$ cat src/sv/fsk_symbol_classify_and_sync_top_defines.svh
// assertion macros for the fsk symbol classify and sync block
`ifndef FSK_SYMBOL_CLASSIFY_AND_SYNC_TOP_DEFINES_SVH
`define FSK_SYMBOL_CLASSIFY_AND_SYNC_TOP_DEFINES_SVH
`ifndef SYNTHESIS
`define FSKSCS_ASSERT(lbl, clk, rst_n, prop, msg) \
  lbl: assert property (@(posedge clk) disable iff (!rst_n) prop) else $error(msg);
`define FSKSCS_ASSERT_CLK(lbl, prop, msg) `FSKSCS_ASSERT(lbl, clk_i, rst_ni, prop, msg)
`else
`define FSKSCS_ASSERT(lbl, clk, rst_n, prop, msg)
`define FSKSCS_ASSERT_CLK(lbl, prop, msg)
`endif
`endif

$ cat src/sv/fskscs_pkg.sv
// shared types and constants of the fsk symbol classify and sync block
`default_nettype none
package fskscs_pkg;

  localparam int unsigned MAX_SAMPLES_DEF = 128;
  localparam int unsigned WORD_W   = 64;
  localparam int unsigned LEN_W    = 7;
  localparam int unsigned SIZE_W   = 8;
  localparam int unsigned TOL_W    = 7;
  localparam int unsigned DEV_W    = 9;
  localparam int unsigned HI_W     = 10;
  localparam int unsigned PROD_W   = 15;
  localparam int unsigned RECIP_W  = 13;
  localparam int unsigned XCNT_W   = 6;
  localparam int unsigned OFF_W    = 7;
  localparam int unsigned CFG_IDX_W = 3;
  localparam int unsigned STATUS_W = 2;

  // floor(x / 100) as (x * 5243) >> 19 for x below 2^15
  localparam logic [RECIP_W-1:0] RECIP_MUL = 13'd5243;
  localparam int unsigned RECIP_SHIFT = 19;

  localparam logic [LEN_W-1:0] MAX_SYNC_LEN  = 7'd64;
  localparam logic [LEN_W-1:0] MAX_DATA_BITS = 7'd64;

  localparam logic [WORD_W-1:0] RST_SYNC_PATTERN = '0;
  localparam logic [LEN_W-1:0]  RST_SYNC_LENGTH  = 7'd0;
  localparam logic [LEN_W-1:0]  RST_DATA_BITS    = 7'd64;
  localparam logic              RST_REPEAT_TWICE = 1'b1;
  localparam logic              RST_INVERT       = 1'b0;
  localparam logic              RST_T0_ABOVE_T1  = 1'b0;
  localparam logic [TOL_W-1:0]  RST_TOLERANCE    = 7'd25;

  typedef enum logic [CFG_IDX_W-1:0] {
    CFG_SYNC_PATTERN,
    CFG_SYNC_LENGTH,
    CFG_DATA_BITS,
    CFG_REPEAT_TWICE,
    CFG_INVERT,
    CFG_T0_ABOVE_T1,
    CFG_TOLERANCE
  } cfg_idx_e;

  typedef enum logic [STATUS_W-1:0] {
    ST_OK,
    ST_SIZES,
    ST_NO_SYNC,
    ST_COUNT
  } status_e;

  typedef struct packed {
    logic [WORD_W-1:0] sync_pattern;
    logic [LEN_W-1:0]  sync_length;
    logic [LEN_W-1:0]  data_bits;
    logic              repeat_twice;
    logic              invert;
    logic              t0_above_t1;
    logic [TOL_W-1:0]  tolerance_percent;
  } cfg_t;

  typedef struct packed {
    logic load;
    logic clr_frame;
    logic clr_idx;
    logic inc_idx;
    logic rd_smp;
    logic tol_go;
    logic cap_b0;
    logic cap_b1;
    logic cls_step;
    logic ld_x;
    logic rd_bit;
    logic x_step;
    logic fin;
    logic fin_ok;
  } cmd_t;

  typedef struct packed {
    logic cfg_err;
    logic idx_last;
    logic near0;
    logic near1;
    logic have1;
    logic tol_done;
    logic found;
    logic sync_on;
    logic win_err;
    logic x_last;
  } sts_t;

endpackage
`default_nettype wire

$ cat src/sv/fskscs_tol.sv
// two stage unit that turns a reference size into its allowed deviation
`default_nettype none
module fskscs_tol (
  input  wire logic                             clk_i,
  input  wire logic                             rst_ni,
  input  wire logic                             go_i,
  input  wire logic [fskscs_pkg::SIZE_W-1:0]    size_i,
  input  wire logic [fskscs_pkg::TOL_W-1:0]     tol_i,
  output logic                                  done_o,
  output logic [fskscs_pkg::DEV_W-1:0]          dev_o
);

  localparam int unsigned MW = fskscs_pkg::PROD_W + fskscs_pkg::RECIP_W;

  logic                            s1_q;
  logic                            s2_q;
  logic [fskscs_pkg::PROD_W-1:0]   p_q;
  logic [fskscs_pkg::PROD_W-1:0]   p_d;
  logic [MW-1:0]                   prod;
  logic [fskscs_pkg::DEV_W-1:0]    dev_q;
  logic [fskscs_pkg::DEV_W-1:0]    dev_d;

  assign p_d   = fskscs_pkg::PROD_W'(size_i) * fskscs_pkg::PROD_W'(tol_i);
  assign prod  = MW'(p_q) * MW'(fskscs_pkg::RECIP_MUL);
  assign dev_d = fskscs_pkg::DEV_W'(prod >> fskscs_pkg::RECIP_SHIFT);

  always_ff @(posedge clk_i or negedge rst_ni) begin
    if (!rst_ni) begin
      s1_q <= 1'b0;
      s2_q <= 1'b0;
    end else begin
      s1_q <= go_i;
      s2_q <= s1_q;
    end
  end

  always_ff @(posedge clk_i) begin
    if (go_i) begin
      p_q <= p_d;
    end
    if (s1_q) begin
      dev_q <= dev_d;
    end
  end

  assign done_o = s2_q;
  assign dev_o  = dev_q;

endmodule
`default_nettype wire

$ cat src/sv/fskscs_ctrl.sv
// controller state machine that sequences loading, checking, classifying and packing
`default_nettype none
`include "fsk_symbol_classify_and_sync_top_defines.svh"
module fskscs_ctrl (
  input  wire logic               clk_i,
  input  wire logic               rst_ni,
  input  wire logic               start,
  input  wire logic               last_sample_i,
  input  wire fskscs_pkg::sts_t   sts_i,
  output fskscs_pkg::cmd_t        cmd_o,
  output logic                    busy,
  output logic                    valid_o,
  output logic [fskscs_pkg::STATUS_W-1:0] status_o
);

  typedef enum logic [3:0] {
    S_IDLE,
    S_CHECK,
    S_REF0_RD,
    S_REF0_TOL,
    S_REF0_WAIT,
    S_P1_RD,
    S_P1_EV,
    S_REF1_WAIT,
    S_CLS_RD,
    S_CLS_EV,
    S_SYNC_CHK,
    S_X_RD,
    S_X_EV
  } state_e;

  state_e              state_q;
  state_e              state_d;
  logic                valid_q;
  logic                valid_d;
  fskscs_pkg::status_e status_q;
  fskscs_pkg::status_e status_d;
  fskscs_pkg::cmd_t    cmd;
  logic                fin;
  fskscs_pkg::status_e fin_code;

  always_comb begin
    state_d  = state_q;
    valid_d  = 1'b0;
    status_d = status_q;
    cmd      = '0;
    fin      = 1'b0;
    fin_code = fskscs_pkg::ST_OK;
    case (state_q)
      S_IDLE: begin
        if (start) begin
          cmd.load = 1'b1;
          if (last_sample_i) begin
            state_d = S_CHECK;
          end
        end
      end
      S_CHECK: begin
        if (sts_i.cfg_err) begin
          fin      = 1'b1;
          fin_code = fskscs_pkg::ST_COUNT;
        end else begin
          cmd.clr_frame = 1'b1;
          cmd.clr_idx   = 1'b1;
          state_d       = S_REF0_RD;
        end
      end
      S_REF0_RD: begin
        cmd.rd_smp = 1'b1;
        state_d    = S_REF0_TOL;
      end
      S_REF0_TOL: begin
        cmd.tol_go = 1'b1;
        state_d    = S_REF0_WAIT;
      end
      S_REF0_WAIT: begin
        if (sts_i.tol_done) begin
          cmd.cap_b0 = 1'b1;
          if (sts_i.idx_last) begin
            cmd.clr_idx = 1'b1;
            state_d     = S_CLS_RD;
          end else begin
            cmd.inc_idx = 1'b1;
            state_d     = S_P1_RD;
          end
        end
      end
      S_P1_RD: begin
        cmd.rd_smp = 1'b1;
        state_d    = S_P1_EV;
      end
      S_P1_EV: begin
        if (!sts_i.have1 && !sts_i.near0) begin
          cmd.tol_go = 1'b1;
          state_d    = S_REF1_WAIT;
        end else if (!sts_i.near0 && !sts_i.near1) begin
          fin      = 1'b1;
          fin_code = fskscs_pkg::ST_SIZES;
        end else if (sts_i.idx_last) begin
          cmd.clr_idx = 1'b1;
          state_d     = S_CLS_RD;
        end else begin
          cmd.inc_idx = 1'b1;
          state_d     = S_P1_RD;
        end
      end
      S_REF1_WAIT: begin
        if (sts_i.tol_done) begin
          cmd.cap_b1 = 1'b1;
          if (sts_i.idx_last) begin
            cmd.clr_idx = 1'b1;
            state_d     = S_CLS_RD;
          end else begin
            cmd.inc_idx = 1'b1;
            state_d     = S_P1_RD;
          end
        end
      end
      S_CLS_RD: begin
        cmd.rd_smp = 1'b1;
        state_d    = S_CLS_EV;
      end
      S_CLS_EV: begin
        cmd.cls_step = 1'b1;
        if (sts_i.idx_last) begin
          state_d = S_SYNC_CHK;
        end else begin
          cmd.inc_idx = 1'b1;
          state_d     = S_CLS_RD;
        end
      end
      S_SYNC_CHK: begin
        if (sts_i.sync_on && !sts_i.found) begin
          fin      = 1'b1;
          fin_code = fskscs_pkg::ST_NO_SYNC;
        end else if (sts_i.win_err) begin
          fin      = 1'b1;
          fin_code = fskscs_pkg::ST_COUNT;
        end else begin
          cmd.ld_x = 1'b1;
          state_d  = S_X_RD;
        end
      end
      S_X_RD: begin
        cmd.rd_bit = 1'b1;
        state_d    = S_X_EV;
      end
      S_X_EV: begin
        cmd.x_step = 1'b1;
        if (sts_i.x_last) begin
          fin      = 1'b1;
          fin_code = fskscs_pkg::ST_OK;
        end else begin
          cmd.inc_idx = 1'b1;
          state_d     = S_X_RD;
        end
      end
      default: begin
        state_d = S_IDLE;
      end
    endcase
    if (fin) begin
      valid_d    = 1'b1;
      status_d   = fin_code;
      cmd.fin    = 1'b1;
      cmd.fin_ok = (fin_code == fskscs_pkg::ST_OK);
      state_d    = S_IDLE;
    end
  end

  always_ff @(posedge clk_i or negedge rst_ni) begin
    if (!rst_ni) begin
      state_q  <= S_IDLE;
      valid_q  <= 1'b0;
      status_q <= fskscs_pkg::ST_OK;
    end else begin
      state_q  <= state_d;
      valid_q  <= valid_d;
      status_q <= status_d;
    end
  end

  assign cmd_o    = cmd;
  assign busy     = (state_q != S_IDLE);
  assign valid_o  = valid_q;
  assign status_o = status_q;

  `FSKSCS_ASSERT_CLK(a_valid_one_cycle, valid_q |=> !valid_q, "result strobe longer than one cycle")
  `FSKSCS_ASSERT_CLK(a_valid_idle, valid_q |-> state_q == S_IDLE, "result shown while busy")
  `FSKSCS_ASSERT_CLK(a_last_to_check, (state_q == S_IDLE && start && last_sample_i) |=> state_q == S_CHECK, "last sample did not start frame check")
  `FSKSCS_ASSERT_CLK(a_ok_after_pack, (valid_q && status_q == fskscs_pkg::ST_OK) |-> $past(state_q == S_X_EV), "ok status without packing")

endmodule
`default_nettype wire

$ cat src/sv/fskscs_dp.sv
// datapath with sample and bit stores, reference bounds, sync search and packing
`default_nettype none
module fskscs_dp #(
  parameter int unsigned MAX_SAMPLES = fskscs_pkg::MAX_SAMPLES_DEF
) (
  input  wire logic                           clk_i,
  input  wire logic                           rst_ni,
  input  wire fskscs_pkg::cfg_t               cfg_i,
  input  wire fskscs_pkg::cmd_t               cmd_i,
  input  wire logic [fskscs_pkg::SIZE_W-1:0]  pulse_size_i,
  output fskscs_pkg::sts_t                    sts_o,
  output logic [fskscs_pkg::WORD_W-1:0]       data_word_o,
  output logic [fskscs_pkg::OFF_W-1:0]        sync_offset_o
);

  localparam int unsigned IW = (MAX_SAMPLES > 1) ? $clog2(MAX_SAMPLES) : 1;
  localparam int unsigned CW = $clog2(MAX_SAMPLES + 1);
  localparam int unsigned XW = ((CW > fskscs_pkg::LEN_W) ? CW : fskscs_pkg::LEN_W) + 1;
  localparam int unsigned SW = fskscs_pkg::SIZE_W;
  localparam int unsigned HW = fskscs_pkg::HI_W;
  localparam int unsigned WW = fskscs_pkg::WORD_W;

  logic [SW-1:0]  smp_mem [MAX_SAMPLES];
  logic           bit_mem [MAX_SAMPLES];

  logic [CW-1:0]  count_q;
  logic           ovf_q;
  logic [IW-1:0]  idx_q;
  logic [SW-1:0]  smp_q;
  logic           bit_q;
  logic [SW-1:0]  v0_q;
  logic [SW-1:0]  v1_q;
  logic [SW-1:0]  lo0_q;
  logic [SW-1:0]  lo1_q;
  logic [HW-1:0]  hi0_q;
  logic [HW-1:0]  hi1_q;
  logic           have1_q;
  logic           found_q;
  logic [IW-1:0]  start_q;
  logic [WW-1:0]  win_q;
  logic [WW-1:0]  win_d;
  logic [WW-1:0]  word_q;
  logic [WW-1:0]  word_d;
  logic [fskscs_pkg::XCNT_W-1:0] xcnt_q;
  logic [WW-1:0]  out_word_q;
  logic [fskscs_pkg::OFF_W-1:0] out_off_q;

  logic                          tol_done;
  logic [fskscs_pkg::DEV_W-1:0]  dev;

  logic           room;
  logic [XW-1:0]  count_x;
  logic [XW-1:0]  idx_x;
  logic [XW-1:0]  start_x;
  logic [XW-1:0]  db_x;
  logic [XW-1:0]  len_x;
  logic [XW-1:0]  expect_x;
  logic [XW-1:0]  idx_next_x;
  logic [SW-1:0]  lo_new;
  logic [HW-1:0]  hi_new;
  logic           near0;
  logic           near1;
  logic           sel1;
  logic [SW-1:0]  zlo;
  logic [HW-1:0]  zhi;
  logic           bit_d;
  logic [WW-1:0]  mask;
  logic           hit;
  logic [IW-1:0]  start_new;

  fskscs_tol u_tol (
    .clk_i  (clk_i),
    .rst_ni (rst_ni),
    .go_i   (cmd_i.tol_go),
    .size_i (smp_q),
    .tol_i  (cfg_i.tolerance_percent),
    .done_o (tol_done),
    .dev_o  (dev)
  );

  assign room       = (count_q < CW'(MAX_SAMPLES));
  assign count_x    = XW'(count_q);
  assign idx_x      = XW'(idx_q);
  assign start_x    = XW'(start_q);
  assign db_x       = XW'(cfg_i.data_bits);
  assign len_x      = XW'(cfg_i.sync_length);
  assign expect_x   = cfg_i.repeat_twice ? (db_x << 1) : db_x;
  assign idx_next_x = idx_x + XW'(1);

  assign lo_new = ({1'b0, smp_q} >= dev) ? SW'({1'b0, smp_q} - dev) : '0;
  assign hi_new = HW'(smp_q) + HW'(dev);

  assign near0 = (smp_q >= lo0_q) && (HW'(smp_q) <= hi0_q);
  assign near1 = (smp_q >= lo1_q) && (HW'(smp_q) <= hi1_q);

  assign sel1  = have1_q && ((v1_q < v0_q) ^ (cfg_i.t0_above_t1 ^ cfg_i.invert));
  assign zlo   = sel1 ? lo1_q : lo0_q;
  assign zhi   = sel1 ? hi1_q : hi0_q;
  assign bit_d = !((smp_q >= zlo) && (HW'(smp_q) <= zhi));

  // newest bit at bit 0, window bit p holds sample idx - p
  assign win_d     = {win_q[WW-2:0], bit_d};
  assign mask      = ~({WW{1'b1}} << cfg_i.sync_length);
  assign hit       = (cfg_i.sync_length != '0) && (idx_next_x >= len_x) &&
                     (((win_d ^ cfg_i.sync_pattern) & mask) == '0);
  assign start_new = IW'(idx_next_x - len_x);

  assign word_d = cmd_i.x_step ? {word_q[WW-2:0], bit_q} : word_q;

  assign sts_o.cfg_err  = (cfg_i.data_bits == '0) ||
                          (cfg_i.data_bits > fskscs_pkg::MAX_DATA_BITS) ||
                          (cfg_i.sync_length > fskscs_pkg::MAX_SYNC_LEN) ||
                          ovf_q || (count_x != expect_x) || (count_q == '0);
  assign sts_o.idx_last = (idx_next_x == count_x);
  assign sts_o.near0    = near0;
  assign sts_o.near1    = near1;
  assign sts_o.have1    = have1_q;
  assign sts_o.tol_done = tol_done;
  assign sts_o.found    = found_q;
  assign sts_o.sync_on  = (cfg_i.sync_length != '0);
  assign sts_o.win_err  = ((start_x + db_x) > count_x);
  assign sts_o.x_last   = ({1'b0, xcnt_q} == (cfg_i.data_bits - fskscs_pkg::LEN_W'(1)));

  always_ff @(posedge clk_i or negedge rst_ni) begin
    if (!rst_ni) begin
      count_q <= '0;
      ovf_q   <= 1'b0;
      have1_q <= 1'b0;
      found_q <= 1'b0;
    end else begin
      if (cmd_i.fin) begin
        count_q <= '0;
        ovf_q   <= 1'b0;
      end else if (cmd_i.load) begin
        if (room) begin
          count_q <= count_q + CW'(1);
        end else begin
          ovf_q <= 1'b1;
        end
      end
      if (cmd_i.clr_frame) begin
        have1_q <= 1'b0;
        found_q <= 1'b0;
      end else begin
        if (cmd_i.cap_b1) begin
          have1_q <= 1'b1;
        end
        if (cmd_i.cls_step && hit) begin
          found_q <= 1'b1;
        end
      end
    end
  end

  always_ff @(posedge clk_i) begin
    if (cmd_i.load && room) begin
      smp_mem[count_q[IW-1:0]] <= pulse_size_i;
    end
    if (cmd_i.rd_smp) begin
      smp_q <= smp_mem[idx_q];
    end
    if (cmd_i.cls_step) begin
      bit_mem[idx_q] <= bit_d;
    end
    if (cmd_i.rd_bit) begin
      bit_q <= bit_mem[idx_q];
    end
  end

  always_ff @(posedge clk_i) begin
    if (cmd_i.clr_idx) begin
      idx_q <= '0;
    end else if (cmd_i.ld_x) begin
      idx_q <= start_q;
    end else if (cmd_i.inc_idx) begin
      idx_q <= idx_q + IW'(1);
    end
    if (cmd_i.clr_frame) begin
      start_q <= '0;
    end else if (cmd_i.cls_step && !found_q && hit) begin
      start_q <= start_new;
    end
    if (cmd_i.cap_b0) begin
      v0_q  <= smp_q;
      lo0_q <= lo_new;
      hi0_q <= hi_new;
    end
    if (cmd_i.cap_b1) begin
      v1_q  <= smp_q;
      lo1_q <= lo_new;
      hi1_q <= hi_new;
    end
    if (cmd_i.cls_step) begin
      win_q <= win_d;
    end
    if (cmd_i.ld_x) begin
      word_q <= '0;
      xcnt_q <= '0;
    end else if (cmd_i.x_step) begin
      word_q <= word_d;
      xcnt_q <= xcnt_q + fskscs_pkg::XCNT_W'(1);
    end
    if (cmd_i.fin) begin
      out_word_q <= cmd_i.fin_ok ? word_d : '0;
      out_off_q  <= cmd_i.fin_ok ? start_x[fskscs_pkg::OFF_W-1:0] : '0;
    end
  end

  assign data_word_o   = out_word_q;
  assign sync_offset_o = out_off_q;

endmodule
`default_nettype wire

$ cat src/sv/fsk_symbol_classify_and_sync_top.sv
// top level of the fsk symbol classify and sync block with its register file
//
// usage:
//   samples: drive pulse_size_i and last_sample_i with start high; a sample
//   transaction completes at a clock edge with start high and busy low.
//   samples load one per cycle while busy is low.
//   the sample with last_sample_i high starts frame processing and raises
//   busy until the result is out.
//   result: valid_o is high for exactly one cycle with data_word_o,
//   sync_offset_o and status_o; the receiver cannot stall it.
//   processing: for a frame with two sizes the block makes two sample
//   memory passes (reference sizes, then classification) and one bit
//   memory pass over the data bits, plus a deviation unit run for each
//   size, only one run when all samples share one size; count errors report
//   at the frame check or after classifying, a bad size or missing sync
//   ends earlier. busy falls as the result appears, so the next frame can
//   load in the same cycle.
//   configuration: cfg_we_i, cfg_idx_i, cfg_wdata_i write one register per
//   cycle; the user must write only while the block is idle; not enforced.
//   reset: clears registers to defaults and empties the frame; no sweep.
`default_nettype none
module fsk_symbol_classify_and_sync_top #(
  parameter int unsigned MAX_SAMPLES = fskscs_pkg::MAX_SAMPLES_DEF
) (
  input  wire logic                               clk_i,
  input  wire logic                               rst_ni,
  input  wire logic                               cfg_we_i,
  input  wire logic [fskscs_pkg::CFG_IDX_W-1:0]   cfg_idx_i,
  input  wire logic [fskscs_pkg::WORD_W-1:0]      cfg_wdata_i,
  input  wire logic                               start,
  output logic                                    busy,
  input  wire logic [fskscs_pkg::SIZE_W-1:0]      pulse_size_i,
  input  wire logic                               last_sample_i,
  output logic                                    valid_o,
  output logic [fskscs_pkg::WORD_W-1:0]           data_word_o,
  output logic [fskscs_pkg::OFF_W-1:0]            sync_offset_o,
  output logic [fskscs_pkg::STATUS_W-1:0]         status_o
);

  fskscs_pkg::cfg_t cfg_q;
  fskscs_pkg::cmd_t cmd;
  fskscs_pkg::sts_t sts;

  always_ff @(posedge clk_i or negedge rst_ni) begin
    if (!rst_ni) begin
      cfg_q.sync_pattern      <= fskscs_pkg::RST_SYNC_PATTERN;
      cfg_q.sync_length       <= fskscs_pkg::RST_SYNC_LENGTH;
      cfg_q.data_bits         <= fskscs_pkg::RST_DATA_BITS;
      cfg_q.repeat_twice      <= fskscs_pkg::RST_REPEAT_TWICE;
      cfg_q.invert            <= fskscs_pkg::RST_INVERT;
      cfg_q.t0_above_t1       <= fskscs_pkg::RST_T0_ABOVE_T1;
      cfg_q.tolerance_percent <= fskscs_pkg::RST_TOLERANCE;
    end else if (cfg_we_i) begin
      case (fskscs_pkg::cfg_idx_e'(cfg_idx_i))
        fskscs_pkg::CFG_SYNC_PATTERN: begin
          cfg_q.sync_pattern <= cfg_wdata_i;
        end
        fskscs_pkg::CFG_SYNC_LENGTH: begin
          cfg_q.sync_length <= cfg_wdata_i[fskscs_pkg::LEN_W-1:0];
        end
        fskscs_pkg::CFG_DATA_BITS: begin
          cfg_q.data_bits <= cfg_wdata_i[fskscs_pkg::LEN_W-1:0];
        end
        fskscs_pkg::CFG_REPEAT_TWICE: begin
          cfg_q.repeat_twice <= cfg_wdata_i[0];
        end
        fskscs_pkg::CFG_INVERT: begin
          cfg_q.invert <= cfg_wdata_i[0];
        end
        fskscs_pkg::CFG_T0_ABOVE_T1: begin
          cfg_q.t0_above_t1 <= cfg_wdata_i[0];
        end
        fskscs_pkg::CFG_TOLERANCE: begin
          cfg_q.tolerance_percent <= cfg_wdata_i[fskscs_pkg::TOL_W-1:0];
        end
        default: begin
        end
      endcase
    end
  end

  fskscs_ctrl u_ctrl (
    .clk_i         (clk_i),
    .rst_ni        (rst_ni),
    .start         (start),
    .last_sample_i (last_sample_i),
    .sts_i         (sts),
    .cmd_o         (cmd),
    .busy          (busy),
    .valid_o       (valid_o),
    .status_o      (status_o)
  );

  fskscs_dp #(
    .MAX_SAMPLES (MAX_SAMPLES)
  ) u_dp (
    .clk_i         (clk_i),
    .rst_ni        (rst_ni),
    .cfg_i         (cfg_q),
    .cmd_i         (cmd),
    .pulse_size_i  (pulse_size_i),
    .sts_o         (sts),
    .data_word_o   (data_word_o),
    .sync_offset_o (sync_offset_o)
  );

endmodule
`default_nettype wire
$ cat config.mk
export PLATFORM = sky130hd
export DESIGN_NAME = fsk_symbol_classify_and_sync_top
export DESIGN_NICKNAME = d
export VERILOG_FILES = /design/src/sv/fskscs_pkg.sv /design/src/sv/fskscs_tol.sv /design/src/sv/fskscs_ctrl.sv /design/src/sv/fskscs_dp.sv /design/src/sv/fsk_symbol_classify_and_sync_top.sv
export VERILOG_INCLUDE_DIRS = /design/src /design/src/sv
export SDC_FILE = /design/constraint.sdc
export NUM_CORES = 2
export LEC_CHECK = 0
export BUFFER_PORTS_ARGS = -buffer_cell sky130_fd_sc_hd__buf_2
export CORE_MARGIN = 3
export CORE_UTILIZATION = 50
export CTS_BUF_LIST = sky130_fd_sc_hd__clkbuf_16
export CTS_CLUSTER_DIAMETER = 150
export CTS_CLUSTER_SIZE = 20
export DETAILED_ROUTE_END_ITERATION = 7
export MAX_ROUTING_LAYER = met4
export PLACE_DENSITY = 0.66
export SYNTH_ARGS = -nofsm -noshare
export SYNTH_HDL_FRONTEND = slang
export SYNTH_SLANG_ARGS = --single-unit
$ cat constraint.sdc
create_clock -name clk_i -period 7.7 [get_ports clk_i]
set_input_delay 0.385 -clock clk_i [delete_from_list [all_inputs] [get_ports clk_i]]
set_output_delay 0.385 -clock clk_i [all_outputs]
set_load 0.005 [all_outputs]
* Word-level counts from Yosys, hierarchy flattened *
Memory sizes are Yosys's and may differ from the RTL's. A register that Yosys moved wholly into a read port is not among the register bits.
Cells that the tools add are included.

storage, ports and cells
  flip-flop bits (word level) = 402
  latch bits = 0
  RAM bits = 1152
  ROM bits = 0
  bits of input ports = 80
  logic and storage cells = 214
  memories kept = 2

cells by class
  add/subtract/negate cells = 9
  multiply operators = 2
  div/mod/pow operators = 0
  $lt $le $gt $ge = 13
  equal/unequal tests = 30
  shift operators = 1
  mux-type cells = 73
  bitwise operators = 5
  reductions and logical operators = 48

memories
  memory        depth  width  rd ports  clocked after Yosys merged registers in  wr ports  line             RTL
  u_dp.smp_mem  128    8      1         1                                        1         fskscs_dp.sv:23  logic [SW-1:0] smp_mem [MAX_SAMPLES];
  u_dp.bit_mem  128    1      1         1                                        1         fskscs_dp.sv:24  logic bit_mem [MAX_SAMPLES];

operators with widths
  cell                                                  count
  AND 64 bit                                            1
  zero test 64 bit                                      1
  2-to-1 mux 64 bit                                     1
  NOT 64 bit                                            1
  << shifter 64 x 7 -> 64 bit (first input constant)    1
  bitwise XOR 64 bit                                    1
  2-to-1 mux 8 bit                                      6
  one-hot mux 4 bit (12 select lines)                   1
  2-to-1 mux 4 bit                                      11
  2-to-1 mux 1 bit                                      36
  <= comparator 8 x 10 -> 1 bit                         3
  multiplier 15 x 13 -> 28 bit (second input constant)  1
  >= comparator 8 bit                                   3
  == test 4 bit (second input constant)                 5
  2-to-1 mux 2 bit                                      10
  != test 3 x 2 -> 1 bit (second input constant)        6
  AND reduction 2 bit                                   9
  == test 4 x 3 -> 1 bit (second input constant)        4
  multiplier 8 x 7 -> 15 bit                            1
  > comparator 7 bit (second input constant)            2
  2-to-1 mux 7 bit                                      2
  logical AND 1 bit                                     13
  adder 8 x 9 -> 10 bit                                 1
  2-to-1 mux 10 bit                                     1
  42 further kinds                                      60

* Logic depth before layout (Yosys ltp) *
  depth after elaboration = 14
  mapped depth = 21

* Modules after synthesis *
From an unflattened synthesis, not the netlist that was laid out.

unflattened totals
  cell total of the unflattened synthesis = 4708
  area total of the unflattened synthesis = 68164.1 µm²

by module, submodules not included
  module                            times used  cells each  area each (µm²)  seq. area each (µm²)
  fskscs_dp                         1           3830        57757.9          42405.7
  fskscs_tol                        1           594         6045.8           770.7
  fsk_symbol_classify_and_sync_top  1           192         3639.7           2208.4
  fskscs_ctrl                       1           92          720.7            175.2

* Worst setup path after synthesis *
OpenSTA, ideal clock, no wires.

  kind = register to register
  from = reg u_dp.v1_q[2]
  to = mem u_dp.bit_mem[0] (data pin)
  setup time = 0.499 ns
  arrival time = 4.868 ns
  path slack = 2.333 ns
  cell stages (with the launch flop) = 16
  path buffers = 2
  period minus slack after synthesis = 5.367 ns
  path through = edfxtp_1 -> ha_1 -> a211oi_1 -> o21ai_0 -> a211oi_1 -> xor2_1 -> nand2_1 -> clkbuf_1 -> clkbuf_1 -> a21oi_1 -> ha_1 -> a21o_1 -> a31oi_1 -> o21ai_0 -> o41ai_1 -> a21o_1

between the ends
  cells in the longest elaborated chain, start to end = 7
  elaborated cells between the ends (all ways) = 9
  classes of those cells = order compare (3); mux (2); bitwise (1); reduce/logical (3)

RTL lines
  what                                                                  line                              RTL
  start, declared                                                       fskscs_dp.sv:32                   logic [SW-1:0] v1_q;
  start signal, assigned                                                fskscs_dp.sv:189                  v1_q <= smp_q;
  < comparator 8 bit *                                                  fskscs_dp.sv:96                   assign sel1 = have1_q && ((v1_q < v0_q) ^ (cfg_i.t0_above_t1 ^ cfg_i.invert));
  bitwise XOR 1 bit *                                                   fskscs_dp.sv:96
  logical AND 1 bit *                                                   fskscs_dp.sv:96
  2-to-1 mux 10 bit or 2-to-1 mux 8 bit (tied branches)                 fskscs_dp.sv:98, fskscs_dp.sv:97
  <= comparator 8 x 10 -> 1 bit or >= comparator 8 bit (tied branches)  fskscs_dp.sv:99                   assign bit_d = !((smp_q >= zlo) && (HW'(smp_q) <= zhi));
  logical AND 1 bit *                                                   fskscs_dp.sv:99
  zero test 1 bit *                                                     fskscs_dp.sv:99
  via u_dp.bit_d                                                        fskscs_dp.sv:66                   logic bit_d;
  end, declared                                                         fskscs_dp.sv:24

The timed path passes the listed nets; every way through them passes the cells marked *.

* Worst setup path after layout *
  from = reg u_dp.u_tol.p_q[8] in the netlist's numbering
  to = reg u_dp.u_tol.dev_q, in the netlist u_dp.u_tol.dev_o[3] (data pin)

between the ends
  cells in the longest elaborated chain, start to end = 1

RTL lines
  what                          line              RTL
  start, declared               fskscs_tol.sv:17  logic [fskscs_pkg::PROD_W-1:0] p_q;
  start signal, assigned        fskscs_tol.sv:39  p_q <= p_d;
  multiplier 15 x 13 -> 28 bit  fskscs_tol.sv:24  assign prod = MW'(p_q) * MW'(fskscs_pkg::RECIP_MUL);
  via u_dp.u_tol.prod[22]       fskscs_tol.sv:19  logic [MW-1:0] prod;
  end signal, assigned          fskscs_tol.sv:42  dev_q <= dev_d;
  end, declared                 fskscs_tol.sv:20  logic [fskscs_pkg::DEV_W-1:0] dev_q;

The timed path passes the listed nets, and every way through them passes these cells.
A chain may end at the register's enable or synchronous reset.

==> results_dict.tcl <==
set metrics [dict create \
    worstSkewPairLatency_ns 0.72 \
    place.detailed.hpwl_um 112000 \
    most_common_cell_in_the_netlist "sky130_fd_sc_hd__edfxtp_1" \
    cts-root-to-sink-buffers 3 \
    post_synthesis_cell_type_count 91 \
    detail_route.wl_per_cell_um 26.9 \
    die_height_um 375 \
    syn_nets 5264 \
    numCtsBuffers 88 \
    cts_tree "yes" \
    timing.critical_path.fanout_max 6 \
    number_of_clock_sinks_seen_by_cts 1562 \
    cts_setup_buffers 0 \
    grt_pass1_vias 41119 \
    grt_remaining_overflow 0 \
    dr_total_vias 42340 \
    ys_seq_elements 1562 \
    grt_setup_unrepaired "false" \
    drt-total-wl_um 183000 \
    report.final.hold_viol_count 0 \
    startpoint_kind_of_the_worst_setup_timing_path "register" \
    rr_startpoint "u_dp.u_tol.p_q[8]" \
    final-setup-viol-count 0 \
    ys_dominant_reg_cell "sky130_fd_sc_hd__edfxtp_1" \
    final_layout_size_suffix_gt1_share_pct 9.96 \
    irDropWorstVdd_mv 0.194 \
    yosysSeqAreaShare_pct 66.8 \
    worst_pin_slew_ns 1.19 \
    p_leak_nw 25.1 \
    slew_viol_final 0 \
    cts_hold_fix_bufs 63 \
    route.antenna.remaining_nets 0 \
    power.density_nw_per_um2 210 \
    signal_arrival_time_at_the_worst_endpoint_ns 5.97 \
    fin_crit_ns 5.42 \
    cts-root-buf "sky130_fd_sc_hd__clkbuf_16" \
    floorplan.initialDensity_pct 50.7 \
    cap_violations 0 \
    antenna_found_initial 3 \
    detail_route.first_pass.iterations 6 \
    tns_ns 0 \
    chipWidth_um 375 \
    synth_top_cell_by_area "sky130_fd_sc_hd__edfxtp_1" \
    timing.clock.skew_ns 0.0346 \
    count_of_flip_flops_with_a_built_in_enable_after_synthesis 1371 \
    syn_avg_cell_area_um2 14.1 \
    timing.hold.ws_ns 0.0468 \
    fillerInstances 10923 \
    slew_headroom_pct 21.0 \
    area_of_the_core_um2 134000 \
    max_freq_mhz 185 \
    number_of_design_rule_violations_left_after_detail_routing 0 \
    finalCritPeriodShare_pct 70.3 \
    post_synth_main_area_contributors "sky130_fd_sc_hd__edfxtp_1, sky130_fd_sc_hd__ha_1, sky130_fd_sc_hd__dfrtp_1" \
    rows 134 \
    clock_tree.htree_level_count 3 \
    io_buffers 154 \
    worst_hold_path_type "input pin to register" \
    timing.critical_path.to_type "register" \
    number_of_standard_cells_after_synthesis 4850 \
    startpoint "u_dp.u_tol.p_q[8]" \
    netlist_top_cells_count "sky130_fd_sc_hd__edfxtp_1, sky130_fd_sc_hd__nor2_1, sky130_fd_sc_hd__nand2_1" \
    synthArstFlopShare_pct 6.91 \
    grt_usage_pct 26.3 \
    worst-setup-path-type "register to register" \
    gp_congestion 0.899 \
    clkTransAtPathRegs_ns 0.10 \
    total_number_of_nets_in_the_final_design 5388 \
    global_route_wire_length_before_repair_um 269000 \
    min_from "cfg_wdata_i[5]" \
    grt_max_degree 130 \
    flow.area_growth_from_synthesis_pct 8.63 \
    final-seq-area_um2 45600 \
    cts_resized 0 \
    route.detailed.vias_per_inst 6.24 \
    yosys_warnings 0 \
    synthesized_cell_area_um2 68200 \
    synthDominantCellAreaShare_pct 60.4 \
    drt_first_iter_violations 5077 \
    run_status "complete, no violations" \
    wp_data_required_ns 8.25 \
    multiInputGateArea_um2 20700 \
    floorplan.io_pins 155 \
    fp.dieArea_um2 141000 \
]
[routing by layer]
| layer | part of all wire [%] | track usage [%] | vias up |
|---|---|---|---|
| met5 | 0 | - | - |
| met4 | 3.5 | 8.32 | 0 |
| met3 | 9.4 | 4.42 | 333 |
| met2 | 47 | 41.4 | 2104 |
| met1 | 40 | 35.3 | 21370 |
| li1 | - | - | 18533 |
[area by class of cell]
type / instances / share of cell area (%)
Sequential cell: 1562 / 61.5
Multi-Input combinational cell: 2772 / 27.9
Clock buffer: 91 / 3.08
Tap cell: 1768 / 2.99
Timing Repair Buffer: 299 / 2.89
Inverter: 251 / 1.27
Clock inverter: 46 / 0.333
Antenna cell: 1 / 0.00338
[stage by stage]
stage               std cells  total power (W)  util (%)  worst slack [ns]  cell area (um2)
floorplan                4850           0.0104         -              2.33            68200
CTS                      6789           0.0156      55.1              2.30            74000
global placement         6589           0.0108      52.7              2.32            70900
global route             6790           0.0160      55.1              2.05            74000
detailed placement       6589           0.0108      52.7              2.30            70900
finish                   6790           0.0155      55.1              2.28            74000
[registers in the layout, indices dropped and copies added (netlist names), 6 cells and up]
name,flops
u_dp.smp_mem,1024
u_dp.bit_mem,128
cfg_q,88
u_dp.data_word_o,64
u_dp.win_q,63
u_dp.word_q,63
u_dp.u_tol.p_q,15
u_dp.hi0_q,10
u_dp.hi1_q,10
u_dp.u_tol.dev_o,9
u_dp.count_q,8
u_dp.lo0_q,8
u_dp.lo1_q,8
u_dp.smp_q,8
u_dp.v0_q,8
u_dp.v1_q,8
u_dp.idx_q,7
u_dp.start_q,7
u_dp.sync_offset_o,7
u_dp.xcnt_q,6
[path summary, 6_finish.rpt]
path / to / slack (ns) / cells past startpoint
setup / recovery: u_dp.u_tol.dev_o[3] / 2.28 / 19
hold / removal: cfg_q[22] / 0.05 / 3
setup reg to reg: u_dp.u_tol.dev_o[3] / 2.28 / 19
hold reg to reg: u_dp.word_q[62] / 0.46 / 2
max in group asynchronous: cfg_q[11] / 6.08 / 3
min in group asynchronous: cfg_q[73] / 0.27 / 2
[kinds of logic (layout without fill, tap and decap cells)]
kind of cell | Yosys count | after routing | synth area share [%]
AO/OA/AOI/OAI | 1039 | 1039 | 10.9
XOR/XNOR | 145 | 145 | 1.87
adder cells (fa/ha/maj) | 335 | 335 | 7.27
buffers and inverters | 516 | 687 | 3.03
flip-flops | 1562 | 1562 | 66.8
multiplexers | 172 | 172 | 2.87
other | 0 | 1 | 0
AND/OR/NAND/NOR | 1081 | 1081 | 7.25
[cell usage in the layout, fill, tap and decap left out, types with 21 or more instances in the layout]
| master | count |
|---|---|
| sky130_fd_sc_hd__dfrtp_1 | 103 |
| sky130_fd_sc_hd__nor2_1 | 411 |
| sky130_fd_sc_hd__a221oi_1 | 102 |
| sky130_fd_sc_hd__a22oi_1 | 286 |
| sky130_fd_sc_hd__xor2_1 | 82 |
| sky130_fd_sc_hd__nand2_1 | 292 |
| sky130_fd_sc_hd__buf_4 | 83 |
| sky130_fd_sc_hd__and2_1 | 96 |
| sky130_fd_sc_hd__xnor2_1 | 62 |
| sky130_fd_sc_hd__nand3_1 | 55 |
| sky130_fd_sc_hd__nor2b_1 | 21 |
| sky130_fd_sc_hd__inv_1 | 289 |
| sky130_fd_sc_hd__clkbuf_16 | 91 |
| sky130_fd_sc_hd__nand4_1 | 70 |
| sky130_fd_sc_hd__nor3_1 | 34 |
| sky130_fd_sc_hd__edfxtp_1 | 1371 |
| sky130_fd_sc_hd__ha_1 | 232 |
| sky130_fd_sc_hd__a21oi_1 | 198 |
| sky130_fd_sc_hd__a31oi_1 | 62 |
| sky130_fd_sc_hd__dlygate4sd3_1 | 63 |
| sky130_fd_sc_hd__fa_1 | 102 |
| sky130_fd_sc_hd__mux2_2 | 108 |
| sky130_fd_sc_hd__o21ai_0 | 101 |
| sky130_fd_sc_hd__a22o_1 | 84 |
| sky130_fd_sc_hd__dfxtp_1 | 77 |
| sky130_fd_sc_hd__buf_2 | 145 |
| sky130_fd_sc_hd__mux2i_1 | 56 |
[critical path, stage by stage (launching register included)]
cell                        delay [ns]
sky130_fd_sc_hd__edfxtp_1         0.55
sky130_fd_sc_hd__ha_1             0.38
sky130_fd_sc_hd__inv_1            0.06
sky130_fd_sc_hd__fa_1             0.48
sky130_fd_sc_hd__inv_1            0.06
sky130_fd_sc_hd__fa_1             0.51
sky130_fd_sc_hd__inv_1            0.07
sky130_fd_sc_hd__fa_1             0.49
sky130_fd_sc_hd__fa_1             0.49
sky130_fd_sc_hd__inv_1            0.04
sky130_fd_sc_hd__ha_1             0.29
sky130_fd_sc_hd__a21oi_1          0.15
sky130_fd_sc_hd__nor2b_1          0.05
sky130_fd_sc_hd__o21ai_0          0.14
sky130_fd_sc_hd__nand2_1          0.07
sky130_fd_sc_hd__a221oi_1         0.26
sky130_fd_sc_hd__o21a_1           0.21
sky130_fd_sc_hd__o21ai_0          0.18
sky130_fd_sc_hd__or4b_2           0.65
sky130_fd_sc_hd__o2111ai_1        0.12
[report_power, final]
part	switching (W)	internal [W]
Combinational	0.000676	0.000525
Clock	0.00271	0.00215
Sequential	0.000151	0.00930
Power figures use the tool's default switching activity.
